## config.mk

```make
export PLATFORM = sky130hd
export DESIGN_NAME = positional_list_store_unit
export DESIGN_NICKNAME = d
export VERILOG_FILES = /design/src/plsu_pkg.sv /design/src/positional_list_store_unit.sv /design/src/plsu_ram.sv
export SDC_FILE = /design/constraint.sdc
export NUM_CORES = 1
export LEC_CHECK = 0
export BUFFER_PORTS_ARGS = -buffer_cell sky130_fd_sc_hd__buf_2
export CORE_UTILIZATION = 45
export CTS_CLUSTER_DIAMETER = 50
export DETAILED_ROUTE_END_ITERATION = 16
export PLACE_DENSITY = 0.71
export SLEW_MARGIN = 5
export SYNTH_ARGS = -nofsm -noshare
export SYNTH_HDL_FRONTEND = slang
export SYNTH_HIERARCHICAL = 1
export SYNTH_SLANG_ARGS = --single-unit
```

## constraint.sdc

```tcl
create_clock -name i_clk -period 6 [get_ports i_clk]
set_clock_uncertainty 0.05 [all_clocks]
set_input_delay 0.3 -clock i_clk [delete_from_list [all_inputs] [get_ports i_clk]]
set_output_delay 0.3 -clock i_clk [all_outputs]
set_load 0.03 [all_outputs]
```

## src/plsu_pkg.sv

```systemverilog
package plsu_pkg;

    // Default list depth
    localparam int unsigned CAPACITY_DEF = 16;

    // Request codes carried in the input tuser
    typedef enum logic [3:0] {
        REQ_PUSH_FRONT = 4'd0,
        REQ_PUSH_BACK  = 4'd1,
        REQ_POP_FRONT  = 4'd2,
        REQ_POP_BACK   = 4'd3,
        REQ_PEEK_FRONT = 4'd4,
        REQ_PEEK_BACK  = 4'd5,
        REQ_INSERT     = 4'd6,
        REQ_REMOVE     = 4'd7,
        REQ_WRITE      = 4'd8,
        REQ_READ       = 4'd9,
        REQ_FIND       = 4'd10
    } t_req;

    // Result status codes
    localparam logic [1:0] ST_OK     = 2'd0;
    localparam logic [1:0] ST_EMPTY  = 2'd1;
    localparam logic [1:0] ST_BADPOS = 2'd2;
    localparam logic [1:0] ST_FULL   = 2'd3;

    // Float -1.0, returned on every error
    localparam logic [31:0] ERR_VALUE = 32'hBF80_0000;

    // Sequencer states
    typedef enum logic [2:0] {
        S_IDLE,
        S_EXEC,
        S_RDWAIT,
        S_INS,
        S_REM,
        S_FIND,
        S_FINISH
    } t_state;

endpackage

```

## src/positional_list_store_unit.sv

```systemverilog
// Channel   Dir  Handshake             Payload
// s (req)   in   i_s_tvalid/o_s_tready tuser: req_type; tdata: slot, item_value
// m (rsp)   out  o_m_tvalid/i_m_tready tuser: status; tdata: value, slot, found, length
//
// End pushes, pops, peeks, write and read make at most one entry RAM access each.
// Interior insert and interior remove move one entry per cycle, and find scans one
// entry per cycle up to the match; the one-entry-per-cycle rate is set by the single
// read and write port of the entry RAM.
// Reset clears the control state only; the entry RAM holds no reset value.
// A finished result waits in the output register; the next request is taken
// meanwhile and completes once that register is free.
module positional_list_store_unit #(
    parameter int unsigned CAPACITY = plsu_pkg::CAPACITY_DEF
) (
    input  logic        i_clk,
    input  logic        i_rst_n,
    input  logic        i_s_tvalid,
    output logic        o_s_tready,
    input  logic [39:0] i_s_tdata,   // slot[4:0], item_value[36:5], zero pad
    input  logic [3:0]  i_s_tuser,   // req_type[3:0]
    output logic        o_m_tvalid,
    input  logic        i_m_tready,
    output logic [47:0] o_m_tdata,   // read_value[31:0], found_slot[36:32],
                                     // found[37], length[42:38], zero pad
    output logic [1:0]  o_m_tuser    // status[1:0]
);

    localparam int unsigned AW   = $clog2(CAPACITY);
    localparam int unsigned CW   = $clog2(CAPACITY + 1);
    localparam int unsigned CMPW = ((CW > 5) ? CW : 5) + 1;

    localparam logic [CW-1:0]   ONE_C  = CW'(1);
    localparam logic [CW-1:0]   CAP_C  = CW'(CAPACITY);
    localparam logic [AW-1:0]   CAP_M1 = AW'(CAPACITY - 1);
    localparam logic [AW+1:0]   CAP_S  = (AW + 2)'(CAPACITY);
    localparam logic [CMPW-1:0] ONE_X  = CMPW'(1);

    // Map a logical position onto the circular buffer
    function automatic logic [AW-1:0] phys(input logic [AW-1:0] h, input logic [CW-1:0] l);
        logic [AW+1:0] s;
        s = (AW + 2)'(h) + (AW + 2)'(l);
        if (s >= CAP_S) begin
            s = s - CAP_S;
        end
        return s[AW-1:0];
    endfunction

    function automatic logic is_nan(input logic [31:0] v);
        return (&v[30:23]) && (|v[22:0]);
    endfunction

    // IEEE single equality: signed zeros match, NaN never does
    function automatic logic ieee_eq(input logic [31:0] a, input logic [31:0] b);
        return !is_nan(a) && !is_nan(b) && ((((a | b) & 32'h7FFF_FFFF) == 32'h0) || (a == b));
    endfunction

    plsu_pkg::t_state r_state, n_state;

    logic [AW-1:0] r_head, n_head;
    logic [CW-1:0] r_count, n_count;
    logic [CW-1:0] r_ptr, n_ptr;
    logic [CW-1:0] r_pidx, n_pidx;
    logic          r_rd_on, n_rd_on;
    logic          r_pv, n_pv;

    logic [3:0]    r_req;
    logic [4:0]    r_slot;
    logic [31:0]   r_val;

    logic [1:0]    r_status, n_status;
    logic [31:0]   r_rv, n_rv;
    logic [CW-1:0] r_fslot, n_fslot;
    logic          r_found, n_found;

    logic          r_out_valid, n_out_valid;
    logic [1:0]    r_o_status;
    logic [31:0]   r_o_value;
    logic [4:0]    r_o_fslot;
    logic          r_o_found;
    logic [4:0]    r_o_length;
    logic          c_load;

    logic                c_we, c_re;
    logic [AW-1:0]       c_waddr, c_raddr;
    logic [31:0]         c_wdata, c_rdata;

    logic                c_accept;
    logic [CMPW-1:0]     c_slot_x, c_n_x, c_km1;
    logic [CW-1:0]       c_k;
    logic                c_ins_ok, c_pos_ok, c_full, c_empty, c_match;
    logic [AW-1:0]       c_hinc, c_hdec;
    logic [CW+4:0]       c_len_x, c_fs_x;

    // Decode helpers
    assign c_accept = i_s_tvalid && o_s_tready;
    assign c_slot_x = CMPW'(r_slot);
    assign c_n_x    = CMPW'(r_count);
    assign c_km1    = c_slot_x - ONE_X;
    assign c_k      = c_km1[CW-1:0];
    assign c_ins_ok = (c_slot_x != '0) && (c_slot_x <= c_n_x + ONE_X);
    assign c_pos_ok = (c_slot_x != '0) && (c_slot_x <= c_n_x);
    assign c_full   = (r_count == CAP_C);
    assign c_empty  = (r_count == '0);
    assign c_match  = r_pv && ieee_eq(c_rdata, r_val);
    assign c_hinc   = (r_head == CAP_M1) ? '0 : r_head + AW'(1);
    assign c_hdec   = (r_head == '0) ? CAP_M1 : r_head - AW'(1);
    assign c_len_x  = (CW + 5)'(r_count);
    assign c_fs_x   = (CW + 5)'(r_fslot);
    assign c_load   = (r_state == plsu_pkg::S_FINISH) && (!r_out_valid || i_m_tready);

    plsu_ram #(
        .WIDTH (32),
        .DEPTH (CAPACITY)
    ) u_ram (
        .i_clk   (i_clk),
        .i_we    (c_we),
        .i_waddr (c_waddr),
        .i_wdata (c_wdata),
        .i_re    (c_re),
        .i_raddr (c_raddr),
        .o_rdata (c_rdata)
    );

    // Next state
    always_comb begin
        n_state = r_state;
        unique case (r_state)
            plsu_pkg::S_IDLE: begin
                if (c_accept) begin
                    n_state = plsu_pkg::S_EXEC;
                end
            end
            plsu_pkg::S_EXEC: begin
                unique case (r_req)
                    plsu_pkg::REQ_POP_FRONT, plsu_pkg::REQ_POP_BACK,
                    plsu_pkg::REQ_PEEK_FRONT, plsu_pkg::REQ_PEEK_BACK: begin
                        n_state = c_empty ? plsu_pkg::S_FINISH : plsu_pkg::S_RDWAIT;
                    end
                    plsu_pkg::REQ_INSERT: begin
                        if (!c_ins_ok || c_full || c_k == '0 || c_k == r_count) begin
                            n_state = plsu_pkg::S_FINISH;
                        end else begin
                            n_state = plsu_pkg::S_INS;
                        end
                    end
                    plsu_pkg::REQ_REMOVE: begin
                        if (!c_pos_ok) begin
                            n_state = plsu_pkg::S_FINISH;
                        end else if (c_k == '0 || c_k == r_count - ONE_C) begin
                            n_state = plsu_pkg::S_RDWAIT;
                        end else begin
                            n_state = plsu_pkg::S_REM;
                        end
                    end
                    plsu_pkg::REQ_READ: begin
                        n_state = c_pos_ok ? plsu_pkg::S_RDWAIT : plsu_pkg::S_FINISH;
                    end
                    plsu_pkg::REQ_FIND: begin
                        n_state = c_empty ? plsu_pkg::S_FINISH : plsu_pkg::S_FIND;
                    end
                    default: begin
                        n_state = plsu_pkg::S_FINISH;
                    end
                endcase
            end
            plsu_pkg::S_RDWAIT: begin
                n_state = plsu_pkg::S_FINISH;
            end
            plsu_pkg::S_INS, plsu_pkg::S_REM: begin
                if (!r_rd_on && !r_pv) begin
                    n_state = plsu_pkg::S_FINISH;
                end
            end
            plsu_pkg::S_FIND: begin
                if (c_match || (!r_rd_on && !r_pv)) begin
                    n_state = plsu_pkg::S_FINISH;
                end
            end
            plsu_pkg::S_FINISH: begin
                if (c_load) begin
                    n_state = plsu_pkg::S_IDLE;
                end
            end
            default: begin
                n_state = plsu_pkg::S_IDLE;
            end
        endcase
    end

    // Datapath, RAM control and result values
    always_comb begin
        n_head   = r_head;
        n_count  = r_count;
        n_ptr    = r_ptr;
        n_pidx   = r_pidx;
        n_rd_on  = r_rd_on;
        n_pv     = 1'b0;
        n_status = r_status;
        n_rv     = r_rv;
        n_fslot  = r_fslot;
        n_found  = r_found;
        c_we     = 1'b0;
        c_waddr  = '0;
        c_wdata  = r_val;
        c_re     = 1'b0;
        c_raddr  = '0;

        unique case (r_state)
            plsu_pkg::S_IDLE: begin
                n_status = plsu_pkg::ST_OK;
                n_rv     = '0;
                n_fslot  = '0;
                n_found  = 1'b0;
                n_rd_on  = 1'b0;
            end
            plsu_pkg::S_EXEC: begin
                unique case (r_req)
                    plsu_pkg::REQ_PUSH_FRONT, plsu_pkg::REQ_PUSH_BACK: begin
                        if (c_full) begin
                            n_status = plsu_pkg::ST_FULL;
                        end else begin
                            c_we    = 1'b1;
                            n_count = r_count + ONE_C;
                            if (r_req == plsu_pkg::REQ_PUSH_FRONT) begin
                                n_head  = c_hdec;
                                c_waddr = c_hdec;
                            end else begin
                                c_waddr = phys(r_head, r_count);
                            end
                        end
                    end
                    plsu_pkg::REQ_POP_FRONT, plsu_pkg::REQ_POP_BACK,
                    plsu_pkg::REQ_PEEK_FRONT, plsu_pkg::REQ_PEEK_BACK: begin
                        if (c_empty) begin
                            n_status = plsu_pkg::ST_EMPTY;
                        end else begin
                            c_re = 1'b1;
                            if (r_req == plsu_pkg::REQ_POP_FRONT ||
                                r_req == plsu_pkg::REQ_PEEK_FRONT) begin
                                c_raddr = r_head;
                            end else begin
                                c_raddr = phys(r_head, r_count - ONE_C);
                            end
                            if (r_req == plsu_pkg::REQ_POP_FRONT) begin
                                n_head  = c_hinc;
                                n_count = r_count - ONE_C;
                            end else if (r_req == plsu_pkg::REQ_POP_BACK) begin
                                n_count = r_count - ONE_C;
                            end
                        end
                    end
                    plsu_pkg::REQ_INSERT: begin
                        if (!c_ins_ok) begin
                            n_status = plsu_pkg::ST_BADPOS;
                        end else if (c_full) begin
                            n_status = plsu_pkg::ST_FULL;
                        end else if (c_k == '0) begin
                            c_we    = 1'b1;
                            n_head  = c_hdec;
                            c_waddr = c_hdec;
                            n_count = r_count + ONE_C;
                        end else if (c_k == r_count) begin
                            c_we    = 1'b1;
                            c_waddr = phys(r_head, r_count);
                            n_count = r_count + ONE_C;
                        end else begin
                            // Shift the tail up, last entry first
                            n_ptr   = r_count - ONE_C;
                            n_rd_on = 1'b1;
                        end
                    end
                    plsu_pkg::REQ_REMOVE: begin
                        if (!c_pos_ok) begin
                            n_status = plsu_pkg::ST_BADPOS;
                        end else if (c_k == '0) begin
                            c_re    = 1'b1;
                            c_raddr = r_head;
                            n_head  = c_hinc;
                            n_count = r_count - ONE_C;
                        end else if (c_k == r_count - ONE_C) begin
                            c_re    = 1'b1;
                            c_raddr = phys(r_head, c_k);
                            n_count = r_count - ONE_C;
                        end else begin
                            // Read the removed entry, then pull the tail down
                            n_ptr   = c_k;
                            n_rd_on = 1'b1;
                        end
                    end
                    plsu_pkg::REQ_WRITE: begin
                        if (!c_pos_ok) begin
                            n_status = plsu_pkg::ST_BADPOS;
                        end else begin
                            c_we    = 1'b1;
                            c_waddr = phys(r_head, c_k);
                        end
                    end
                    plsu_pkg::REQ_READ: begin
                        if (!c_pos_ok) begin
                            n_status = plsu_pkg::ST_BADPOS;
                        end else begin
                            c_re    = 1'b1;
                            c_raddr = phys(r_head, c_k);
                        end
                    end
                    plsu_pkg::REQ_FIND: begin
                        if (!c_empty) begin
                            n_ptr   = '0;
                            n_rd_on = 1'b1;
                        end
                    end
                    default: begin
                    end
                endcase
            end
            plsu_pkg::S_RDWAIT: begin
                n_rv = c_rdata;
            end
            plsu_pkg::S_INS: begin
                // Issue reads downward; write each returned entry one place up
                if (r_rd_on) begin
                    c_re    = 1'b1;
                    c_raddr = phys(r_head, r_ptr);
                    n_pv    = 1'b1;
                    n_pidx  = r_ptr;
                    if (r_ptr == c_k) begin
                        n_rd_on = 1'b0;
                    end else begin
                        n_ptr = r_ptr - ONE_C;
                    end
                end
                if (r_pv) begin
                    c_we    = 1'b1;
                    c_waddr = phys(r_head, r_pidx + ONE_C);
                    c_wdata = c_rdata;
                end
                if (!r_rd_on && !r_pv) begin
                    c_we    = 1'b1;
                    c_waddr = phys(r_head, c_k);
                    c_wdata = r_val;
                    n_count = r_count + ONE_C;
                end
            end
            plsu_pkg::S_REM: begin
                // Issue reads upward; first beat is the removed value
                if (r_rd_on) begin
                    c_re    = 1'b1;
                    c_raddr = phys(r_head, r_ptr);
                    n_pv    = 1'b1;
                    n_pidx  = r_ptr;
                    if (r_ptr == r_count - ONE_C) begin
                        n_rd_on = 1'b0;
                    end else begin
                        n_ptr = r_ptr + ONE_C;
                    end
                end
                if (r_pv) begin
                    if (r_pidx == c_k) begin
                        n_rv = c_rdata;
                    end else begin
                        c_we    = 1'b1;
                        c_waddr = phys(r_head, r_pidx - ONE_C);
                        c_wdata = c_rdata;
                    end
                end
                if (!r_rd_on && !r_pv) begin
                    n_count = r_count - ONE_C;
                end
            end
            plsu_pkg::S_FIND: begin
                if (r_rd_on) begin
                    c_re    = 1'b1;
                    c_raddr = phys(r_head, r_ptr);
                    n_pv    = 1'b1;
                    n_pidx  = r_ptr;
                    if (r_ptr == r_count - ONE_C) begin
                        n_rd_on = 1'b0;
                    end else begin
                        n_ptr = r_ptr + ONE_C;
                    end
                end
                // Stop at the first match and drop the read in flight
                if (c_match) begin
                    n_found = 1'b1;
                    n_fslot = r_pidx + ONE_C;
                    n_rv    = c_rdata;
                    n_rd_on = 1'b0;
                    n_pv    = 1'b0;
                end
            end
            plsu_pkg::S_FINISH: begin
                n_rd_on = 1'b0;
            end
            default: begin
            end
        endcase
    end

    // Output register valid
    always_comb begin
        n_out_valid = r_out_valid;
        if (c_load) begin
            n_out_valid = 1'b1;
        end else if (r_out_valid && i_m_tready) begin
            n_out_valid = 1'b0;
        end
    end

    // Control registers
    always_ff @(posedge i_clk) begin
        if (!i_rst_n) begin
            r_state     <= plsu_pkg::S_IDLE;
            r_head      <= '0;
            r_count     <= '0;
            r_rd_on     <= 1'b0;
            r_pv        <= 1'b0;
            r_out_valid <= 1'b0;
        end else begin
            r_state     <= n_state;
            r_head      <= n_head;
            r_count     <= n_count;
            r_rd_on     <= n_rd_on;
            r_pv        <= n_pv;
            r_out_valid <= n_out_valid;
        end
    end

    // Payload registers
    always_ff @(posedge i_clk) begin
        r_ptr    <= n_ptr;
        r_pidx   <= n_pidx;
        r_status <= n_status;
        r_rv     <= n_rv;
        r_fslot  <= n_fslot;
        r_found  <= n_found;
        if (c_accept) begin
            r_req  <= i_s_tuser;
            r_slot <= i_s_tdata[4:0];
            r_val  <= i_s_tdata[36:5];
        end
        if (c_load) begin
            r_o_status <= r_status;
            r_o_value  <= (r_status != plsu_pkg::ST_OK) ? plsu_pkg::ERR_VALUE : r_rv;
            r_o_fslot  <= c_fs_x[4:0];
            r_o_found  <= r_found;
            r_o_length <= c_len_x[4:0];
        end
    end

    assign o_s_tready = (r_state == plsu_pkg::S_IDLE);
    assign o_m_tvalid = r_out_valid;
    assign o_m_tuser  = r_o_status;
    assign o_m_tdata  = {5'b0, r_o_length, r_o_found, r_o_fslot, r_o_value};

    // Checks
    a_count_bound: assert property (@(posedge i_clk) disable iff (!i_rst_n)
        r_count <= CAP_C)
        else $error("entry count above capacity");

    a_no_rw_clash: assert property (@(posedge i_clk) disable iff (!i_rst_n)
        (c_we && c_re) |-> (c_waddr != c_raddr))
        else $error("read and write hit the same entry in one cycle");

    a_idle_drained: assert property (@(posedge i_clk) disable iff (!i_rst_n)
        (r_state == plsu_pkg::S_IDLE) |-> (!r_pv && !r_rd_on))
        else $error("read pipeline busy while idle");

    a_err_value: assert property (@(posedge i_clk) disable iff (!i_rst_n)
        (o_m_tvalid && o_m_tuser != plsu_pkg::ST_OK) |-> (o_m_tdata[31:0] == plsu_pkg::ERR_VALUE))
        else $error("error beat without error value");

    a_found_slot: assert property (@(posedge i_clk) disable iff (!i_rst_n)
        (o_m_tvalid && o_m_tdata[37]) |-> (o_m_tdata[36:32] != 5'd0 || CW > 5))
        else $error("found beat with empty slot");

endmodule

```

## src/plsu_ram.sv

```systemverilog
module plsu_ram #(
    parameter int unsigned WIDTH = 32,
    parameter int unsigned DEPTH = 16
) (
    input  logic                     i_clk,
    input  logic                     i_we,
    input  logic [$clog2(DEPTH)-1:0] i_waddr,
    input  logic [WIDTH-1:0]         i_wdata,
    input  logic                     i_re,
    input  logic [$clog2(DEPTH)-1:0] i_raddr,
    output logic [WIDTH-1:0]         o_rdata
);

    logic [WIDTH-1:0] r_mem [DEPTH];
    logic [WIDTH-1:0] r_rdata;

    // Write port and registered read port
    always_ff @(posedge i_clk) begin
        if (i_we) begin
            r_mem[i_waddr] <= i_wdata;
        end
        if (i_re) begin
            r_rdata <= r_mem[i_raddr];
        end
    end

    assign o_rdata = r_rdata;

endmodule
```

==> results by group <==
Place
  – Placed inst area: 31900 um2
  – Worst slack, placed: 0.718 ns
  – Placed wire-length estimate: roughly 46000 um
  – Port Buffers: 91
  – Placer Congestion: 0.938

Detailed routing
  – Vias/cell: 5.92
  – DRT Wirelength: 74000 um
  – Initial DRC Count: 2132
  – WL/cell: ~25 um
  – Antenna Nets Post-Route: 0
  – Post-route DRC: 0
  – Drt pass-1 iters: 8
  – Vias: 17500

Floorplanning
  – # rows: 94
  – Core area: 65900 um2
  – Chip width: 260 um
  – IO Pins: 100
  – Die Height: 260 um
  – Die Area: 67700 um2
  – Starting Density: 0.456

GRT
  – Initial antenna violation count: 1
  – GR Util All Layers: 0.221
  – Grt total ovfl: 0
  – Largest net degree at the start of global routing: 64
  – Vias in the first global route: ~17000
  – Global-route wire length before repair: about 110000 um

Worst hold path
  – Hold Path Class: input pin to flop

Layout
  – Area growth from synthesis to layout: 16.6%
  – NumNets Final: 2151
  – ANT cells: 0
  – Fraction of layout cells with a size suffix above 1: 0.227
  – Layout fillers: 5134
  – Design Area, Final: 35000 um2

CTS
  – Worst-path clk slew: 0.05 ns
  – H-Tree Depth: 3
  – CTS Buf Count: 78
  – Clock sink total: roughly 700
  – Setup Fix Bufs, Post-CTS: 0
  – CTS root buf: clkbuf_16
  – Worst-Skew Late Latency: roughly 0.64 ns
  – TritonCTS clock tree: built
  – Clock Tree Buf Depth: 3

Timing
  – Pins Over Slew Limit: 0
  – Fin. Hold Viols: 0
  – Tcrit/Tclk final: 0.906
  – Final Critical Period: 5.44 ns
  – Achievable Freq: 184 MHz
  – RSZ-0062 raised after global routing: false
  – Slew @ Worst Pin: 1.13 ns
  – Setup-failing EPs final: 0
  – Slew headroom: 0.241
  – Post-route setup slack: 0.562 ns
  – Final setup TNS: 0 ns

Synth
  – Number of synthesized flops with an enable pin: 680
  – Synth async-reset ratio: 0
  – Compound-cell area share of the yosys netlist: 0.0593
  – Main combinational cell family by area after synthesis: multiplexers
  – Sequential share of the synthesized area: 0.691
  – Synth Area in Simple Gates: 0.0680
  – Yosys cell types: 86
  – Yosys reg bits: roughly 700
  – Post-Syn Area: 30000 um2
  – Syn avg cell area: ~16 um2
  – Synth warn: 6
  – Adder-cell share of the synthesized area: 0.0343
  – Main synth FF type: edfxtp_1
  – Post-synthesis cell count: 1828
  – Fraction of synthesized cell area in xor and xnor cells: 0.0192
  – Mux cell area share after synthesis: 0.101

Worst setup path
  – Setup Crit Path Kind: flop to flop
  – Worst path required time: 6.22 ns
  – CP endpoint kind: flop
  – Crit path DAT: 5.65 ns
  – CP Launch Type: flop
  – Crit-path max FO: 32

Pwr
  – VDD IR max: roughly 0.00022 V
  – Power Dens Cells: 416 nW/um2
  – Final Power: 0.0146 W
  – Static leakage: 11.8 nW

Run status
  – Outcome: finished clean

Run
  – Number of max-cap violations: 0
==> metal layers <==
layer	global-route usage	vias up	wire length, um
li1	-	7584	-
met1	0.307	8873	30000
met2	0.351	863	35500
met3	0.0383	145	6400
met4	0.0796	0	2070
met5	0	-	0
==> cells by family after synthesis <==
group                    Yosys count
flip-flops                       695
other                              1
buffers and inverters            192
XOR/XNOR                          59
AND/OR/NAND/NOR                  404
AO/OA/AOI/OAI                    257
adder cells (fa/ha/maj)           78
multiplexers                     142
==> through the flow <==
stage	utilization	hold WS, ns	cells
floorplan	-	0.349	1832
global placement	0.485	0.357	2765
detailed placement	0.485	0.355	2765
CTS	0.531	0.0109	2948
global route	0.531	0.0367	2951
finish	0.531	0.0381	2951
==> final timing paths <==
path | from | endpoint | slack (ns) | cells past startpoint
setup / recovery | r_slot[0] | u_ram/r_mem[3][18] | 0.56 | 12
hold / removal | i_m_tready | o_m_tvalid | 0.04 | 4
setup reg to reg | r_slot[0] | u_ram/r_mem[3][18] | 0.56 | 12
hold reg to reg | r_fslot[1] | r_o_fslot[1] | 0.37 | 0
==> sequential cells by signal, indices dropped and copies added, names as in the netlist, 5 cells and up <==
name           cells
u_ram/r_mem      512
r_o_value         32
r_rv              32
r_val             32
u_ram/o_rdata     32
r_count            5
r_fslot            5
r_o_fslot          5
r_o_length         5
r_pidx             5
r_ptr              5
r_slot             5
==> Yosys cell counts (17+ instances only) <==
cell      instances  share of area
a21oi_1          42         0.0070
a22oi_1          67          0.017
and2_1           31         0.0065
buf_2            17         0.0028
clkbuf_1         46         0.0058
edfxtp_1        680           0.68
ha_1             71          0.030
inv_1            91          0.011
mux4_2          128          0.096
nand2_1         110          0.014
nand3_1          23         0.0038
nand4_1          20         0.0042
nor2_1           93          0.012
nor3_1           36         0.0060
nor4_1           22         0.0046
o21ai_0          55         0.0092
xnor2_1          34         0.0099
xor2_1           21         0.0061
==> final cells by class <==
cell class                      instances  area [um2]  area share
Clock buffer                           90        2000      0.0571
Tap cell                              864        1080      0.0309
Inverter                               93         349     0.00997
Sequential cell                       695       20700       0.592
Clock inverter                         52         637      0.0182
Multi-Input combinational cell        945        8660       0.247
Timing Repair Buffer                  212        1550      0.0444
==> worst max-delay path: stages, from the launching register on <==
cell and delay [ns]:
edfxtp_1 0.56, inv_1 0.29, ha_1 0.35, nor3b_2 0.32, xnor3_1 0.28, nor4_2 0.50
or2_2 0.27, nor4b_4 0.30, a222oi_1 0.16, o221ai_1 0.72, nand2_1 0.49, nor2_4 0.21
buf_4 0.52
==> timing repair <==
item | in CTS | in global routing
hold buffers | 41 | 0
gates resized for setup | 0 | 0
hold endpoints to repair | 41 | 0
==> where the power goes <==
part	switching (W)	internal, W	leakage, nW
Clock	0.00201	0.00280	1.26
Combinational	0.00214	0.00118	4.20
Sequential	0.000322	0.00610	6.33
Total	0.00447	0.0101	11.8
==> cells in the final DEF, fill, tap and decap left out, types with 9 or more instances in the layout <==
master         count
nor4_1            22
inv_1             91
dlygate4sd3_1     41
and2_1            29
mux4_2           128
clkinv_1          11
nor2b_1            9
mux2i_1           11
xnor2_1           34
buf_4             73
ha_1              71
clkbuf_1          12
or3_1             10
a22oi_1           67
xor2_1            21
nor2_1            80
nor2_4            13
nor3_1            31
edfxtp_1         680
a21oi_1           42
nand2_1          110
buf_2             91
a21o_1            12
clkbuf_16         78
nand4_1           20
dfxtp_1           15
o21ai_0           46
nand3_1           23
Power figures use the tool's default switching activity.
